`src/rtl/tpm_pkg.sv`:
```
`default_nettype none
package tpm_pkg;

    localparam int TIME_BITS  = 32;
    localparam int FRAC_BITS  = 16;
    localparam int PROD_BITS  = 2 * TIME_BITS;
    localparam int SHIFT_BITS = PROD_BITS - FRAC_BITS;
    localparam int DIV_STAGES = TIME_BITS;
    localparam int ADDR_BITS  = 5;
    localparam int IDX_BITS   = 3;
    localparam int DATA_BITS  = 32;

    typedef logic [1:0] t_mode;
    localparam t_mode MODE_CLAMP  = 2'd0;
    localparam t_mode MODE_WRAP   = 2'd1;
    localparam t_mode MODE_MIRROR = 2'd2;

    typedef logic [IDX_BITS-1:0] t_reg_idx;
    localparam t_reg_idx REG_MODE  = 3'd0;
    localparam t_reg_idx REG_MIN   = 3'd1;
    localparam t_reg_idx REG_MAX   = 3'd2;
    localparam t_reg_idx REG_PHASE = 3'd3;
    localparam t_reg_idx REG_RATE  = 3'd4;

    localparam logic [TIME_BITS-1:0] RATE_RESET = TIME_BITS'(65536);

    // per-item control that rides along the divider stages
    typedef struct packed {
        logic                 clamp;
        logic                 mirror;
        logic                 range_pos;
        logic                 neg;
        logic [TIME_BITS-1:0] clamp_res;
    } t_ctl;

endpackage
`default_nettype wire

```
`src/rtl/tpm_scale.sv`:
```
`default_nettype none
module tpm_scale (
    input  wire logic                                i_clk,
    input  wire logic                                i_rst_n,
    input  wire logic                                i_en,
    input  wire logic                                i_valid,
    input  wire logic signed [tpm_pkg::TIME_BITS-1:0] i_app_time,
    input  wire tpm_pkg::t_mode                      i_mode,
    input  wire logic signed [tpm_pkg::TIME_BITS-1:0] i_min_time,
    input  wire logic signed [tpm_pkg::TIME_BITS-1:0] i_max_time,
    input  wire logic signed [tpm_pkg::TIME_BITS-1:0] i_phase_offset,
    input  wire logic signed [tpm_pkg::TIME_BITS-1:0] i_rate_scale,
    input  wire logic                                i_range_pos,
    output logic                                     o_valid,
    output tpm_pkg::t_ctl                            o_ctl,
    output logic [tpm_pkg::TIME_BITS-1:0]            o_mag
);
    localparam int TB = tpm_pkg::TIME_BITS;
    localparam int SB = tpm_pkg::SHIFT_BITS;

    logic                                     r1_v;
    logic signed [tpm_pkg::PROD_BITS-1:0]     r1_prod;
    logic                                     r2_v;
    logic signed [TB-1:0]                     r2_t;
    logic                                     r3_v;
    tpm_pkg::t_ctl                            r3_ctl;
    logic [TB-1:0]                            r3_mag;

    logic [SB-1:0]     w_shift;
    logic [SB:0]       w_sum;
    logic signed [TB-1:0] n_t;
    logic [TB:0]       w_d;
    logic [TB:0]       w_dneg;
    tpm_pkg::t_ctl     n_ctl;

    // dropping the low product bits of a signed value floors it
    assign w_shift = r1_prod[tpm_pkg::PROD_BITS-1:tpm_pkg::FRAC_BITS];
    assign w_sum   = {w_shift[SB-1], w_shift}
                   + {{(SB + 1 - TB){i_phase_offset[TB-1]}}, i_phase_offset};

    always_comb begin
        if (&w_sum[SB:TB-1] || ~|w_sum[SB:TB-1]) begin
            n_t = w_sum[TB-1:0];
        end else if (w_sum[SB]) begin
            n_t = {1'b1, {(TB-1){1'b0}}};
        end else begin
            n_t = {1'b0, {(TB-1){1'b1}}};
        end
    end

    assign w_d    = {r2_t[TB-1], r2_t} - {i_min_time[TB-1], i_min_time};
    assign w_dneg = -w_d;

    always_comb begin
        n_ctl.clamp     = (i_mode == tpm_pkg::MODE_CLAMP);
        n_ctl.mirror    = (i_mode != tpm_pkg::MODE_CLAMP) && (i_mode != tpm_pkg::MODE_WRAP);
        n_ctl.range_pos = i_range_pos;
        n_ctl.neg       = w_d[TB];
        if (r2_t < i_min_time) begin
            n_ctl.clamp_res = i_min_time;
        end else if (r2_t > i_max_time) begin
            n_ctl.clamp_res = i_max_time;
        end else begin
            n_ctl.clamp_res = r2_t;
        end
    end

    always_ff @(posedge i_clk) begin
        if (!i_rst_n) begin
            r1_v <= 1'b0;
            r2_v <= 1'b0;
            r3_v <= 1'b0;
        end else if (i_en) begin
            r1_v <= i_valid;
            r2_v <= r1_v;
            r3_v <= r2_v;
        end
    end

    always_ff @(posedge i_clk) begin
        if (i_en) begin
            r1_prod <= tpm_pkg::PROD_BITS'(i_rate_scale) * tpm_pkg::PROD_BITS'(i_app_time);
            r2_t    <= n_t;
            r3_ctl  <= n_ctl;
            r3_mag  <= w_d[TB] ? w_dneg[TB-1:0] : w_d[TB-1:0];
        end
    end

    assign o_valid = r3_v;
    assign o_ctl   = r3_ctl;
    assign o_mag   = r3_mag;

endmodule
`default_nettype wire

```
`config.mk`:
```
export PLATFORM = sky130hd
export DESIGN_NAME = tpm_scale
export DESIGN_NICKNAME = d
export VERILOG_FILES = /design/src/rtl/tpm_pkg.sv /design/src/rtl/tpm_scale.sv
export SDC_FILE = /design/constraint.sdc
export NUM_CORES = 2
export LEC_CHECK = 0
export BUFFER_PORTS_ARGS = -buffer_cell sky130_fd_sc_hd__buf_2
export CAP_MARGIN = 20
export CORE_MARGIN = 4
export CORE_UTILIZATION = 45
export CTS_BUF_LIST = sky130_fd_sc_hd__clkbuf_8
export DETAILED_ROUTE_END_ITERATION = 7
export MAX_ROUTING_LAYER = met4
export SLEW_MARGIN = 20
export SYNTH_ARGS = -nofsm -noshare
export SYNTH_HDL_FRONTEND = slang
export SYNTH_SLANG_ARGS = --single-unit
export TNS_END_PERCENT = 50
```
`constraint.sdc`:
```
create_clock -name i_clk -period 12.8 [get_ports i_clk]
set_clock_uncertainty 0.2 [all_clocks]
set_input_delay 1.92 -clock i_clk [delete_from_list [all_inputs] [get_ports i_clk]]
set_output_delay 1.92 -clock i_clk [all_outputs]
set_load 0.1 [all_outputs]
```
==> run metrics <==
minimum clock period=10.20 ns; DP HPWL=105100 um; max_slew headroom=30.46%; status=completed; 1st-iter DRT viols=2003; final worst slack=2.597 ns; WP data required=12.83 ns; die area=110300 um^2; clock tree buffer depth=2; EDFF count, synth=148; Synth Net Count=6505; TNS Setup=0 ns; library cells used by synthesis=75; die width=332.1 um; Final Max Tran Viols=0; final wirelength=127100 um; length in cells of the worst reg-to-reg path=16; share of cells above drive strength 1=6.194%; Synth area leaders=fa_1, edfxtp_1, inv_1; IO buf count=235; largest net degree at the start of global routing=83; post-route ant nets=0; Ys Warns=0; total global-route track usage=24.13%; post-CTS resize count=0; Nets=6540; Yosys top cell by area=fa_1; Die Y=332.1 um; RSZ-0062 raised after global routing=false; placement row count=118; Worst Tran Pin Value=1.043 ns; Mapped Area=47260 um^2; ys async rst share=0%; initial antenna violation count=11; Primary FF master, synth=edfxtp_1; top-area cell type share of the netlist area=45.88%; syn_area_per_cell=9.525 um^2; Critical Path End Type=register; vias per inst=5.255; vias in the first global route=35790; crit-path max FO=32; post-place setup slack=2.005 ns; Worst setup SP type=primary input; First-pass DRT Iterations=8; TritonCTS clock tree=built; Final period util=79.71%; Finished Cell Area=49910 um^2; Clock Sink Count=151; cts bufs inserted=17; worst-skew pair later-pin latency=0.49 ns; setup violators final=0; Seq/Total Area, Yosys=9.532%; post-DR wirelength/cell=19.87 um; DR vias=33620; Setup Crit Path Kind=primary input to register; routability cong.=0.8950; hold path depth=2; clk slew on worst S/H paths=0.08 ns; core box area=103900 um^2; Arr. time, crit path=10.23 ns; highest clock rate=98.01 MHz; CTS hold repair buffers=0; Post CTS Setup Buffer Count=0; first-pass GRT wire length=204500 um; DRC Markers=0; Max-Cap Viols=0; synthesized netlist cell count=4961; HP Class=register to register; Root Buffer=clkbuf_8; H-tree Lvls=4; # IOs=236; flops & latches, synth=151; final hold vios=0; Initial Util=45.46%; GR Overflow Total=0; Syn-to-layout area delta=5.624%; Placed Area=49440 um^2
## registers in the layout, indices dropped and copies added, names as in the netlist
register and cells:
o_ctl 36, o_mag 32, r1_prod 48, r2_v 1
r2_t 32, r1_v 1, o_valid 1
## metrics by stage
step,hold WS (ns),std cells,utilization (%)
4_1_cts,0.3284,6385,47.99
6_report,0.3224,6398,48.02
3_5_place_dp,0.3082,6357,47.56
2_1_floorplan,0.2824,4961,-
3_3_place_gp,0.2989,6357,47.56
5_1_grt,0.3577,6393,48.01
## path summary, 6_finish.rpt
check,from,endpoint,slack (ns)
max,i_app_time[5],r1_prod[63],2.60
min,o_valid,o_valid,0.32
max reg2reg,r2_t[0],o_ctl[0],7.50
min reg2reg,o_valid,o_valid,0.32
## cells in the mapped netlist, drive strengths merged, types with 9 or more instances
library cell / instances
clkbuf: 235
nor3: 36
a31oi: 19
o21ai: 68
a211oi: 15
nand3: 29
nor2b: 21
xor2: 52
nand2b: 20
inv: 1068
a21o: 101
and2: 537
ha: 294
o21a: 22
nor2: 120
fa: 1083
o211ai: 14
and3: 18
xnor2: 101
nor4: 10
mux2i: 70
nand4: 32
edfxtp: 148
a21oi: 132
o21bai: 17
nand2: 558
a211o: 9
## final cells by class
| cell class | instances | area [um^2] |
|---|---|---|
| multi-input cells | 3499 | 37840 |
| inverters | 1069 | 4013 |
| clock buffers | 17 | 234.0 |
| flip-flops and latches | 151 | 4504 |
| clock inverters | 11 | 210.2 |
| repair buffers | 258 | 1355 |
| fillers | 9970 | 54030 |
| diodes | 13 | 32.53 |
| well taps | 1380 | 1727 |
## critical path: stages
cell	delay, ns
buf_2	0.53
nand2_1	0.26
inv_1	0.14
fa_1	0.39
inv_1	0.22
fa_1	0.53
inv_1	0.16
fa_1	0.47
fa_1	1.08
fa_1	0.57
fa_1	0.56
inv_1	0.05
fa_1	0.47
inv_1	0.05
fa_1	0.44
ha_1	0.35
a21o_1	0.18
a21oi_1	0.13
o21ai_0	0.09
a21o_1	0.18
a21oi_1	0.13
o21ai_0	0.12
a211oi_1	0.23
nor2_1	0.12
and4_1	0.22
a2111oi_0	0.48
xnor2_1	0.12
## cell usage in the layout, fill, tap and decap left out, types with 9 or more instances in the layout
cell type / Yosys / layout
nand4_1: 32 / 32
inv_1: 1068 / 1070
edfxtp_1: 148 / 148
nand2_1: 558 / 558
mux2i_1: 70 / 70
o21ai_0: 64 / 64
a211oi_1: 15 / 15
nor3_1: 36 / 36
nand2b_1: 20 / 20
a21o_1: 101 / 101
nand3_1: 29 / 29
a21oi_1: 132 / 132
and2_1: 536 / 536
nor4_1: 10 / 10
fa_1: 1083 / 1083
a31oi_1: 18 / 18
a211o_1: 9 / 9
nor2_1: 120 / 120
buf_2: 3 / 234
o21bai_1: 17 / 17
and3_1: 18 / 18
nor2b_1: 21 / 21
xnor2_1: 100 / 100
o211ai_1: 14 / 14
buf_4: 0 / 23
diode_2: 0 / 13
ha_1: 294 / 294
o21a_1: 22 / 22
xor2_1: 52 / 52
clkbuf_8: 0 / 17
## logic make-up after synthesis
| family | count (synthesis) | share of synthesized area [%] |
|---|---|---|
| multiplexers | 74 | 1.578 |
| XOR/XNOR | 153 | 2.852 |
| AO/OA/AOI/OAI | 472 | 6.675 |
| adder cells (fa/ha/maj) | 1377 | 53.66 |
| flip-flops | 151 | 9.532 |
| buffers and inverters | 1311 | 10.49 |
| AND/OR/NAND/NOR | 1423 | 15.21 |
## per-layer routing
layer / vias to the layer above / share of wire, % / GRT usage [%]
met5: - / 0 / -
met4: 0 / 1.6 / 4.083
met3: 117 / 6.7 / 3.297
met2: 1049 / 47 / 38.30
met1: 17310 / 45 / 33.85
li1: 15150 / - / -
Power is not shown: default switching activity piles up to over one toggle a cycle in this logic, so the estimate is an artifact.
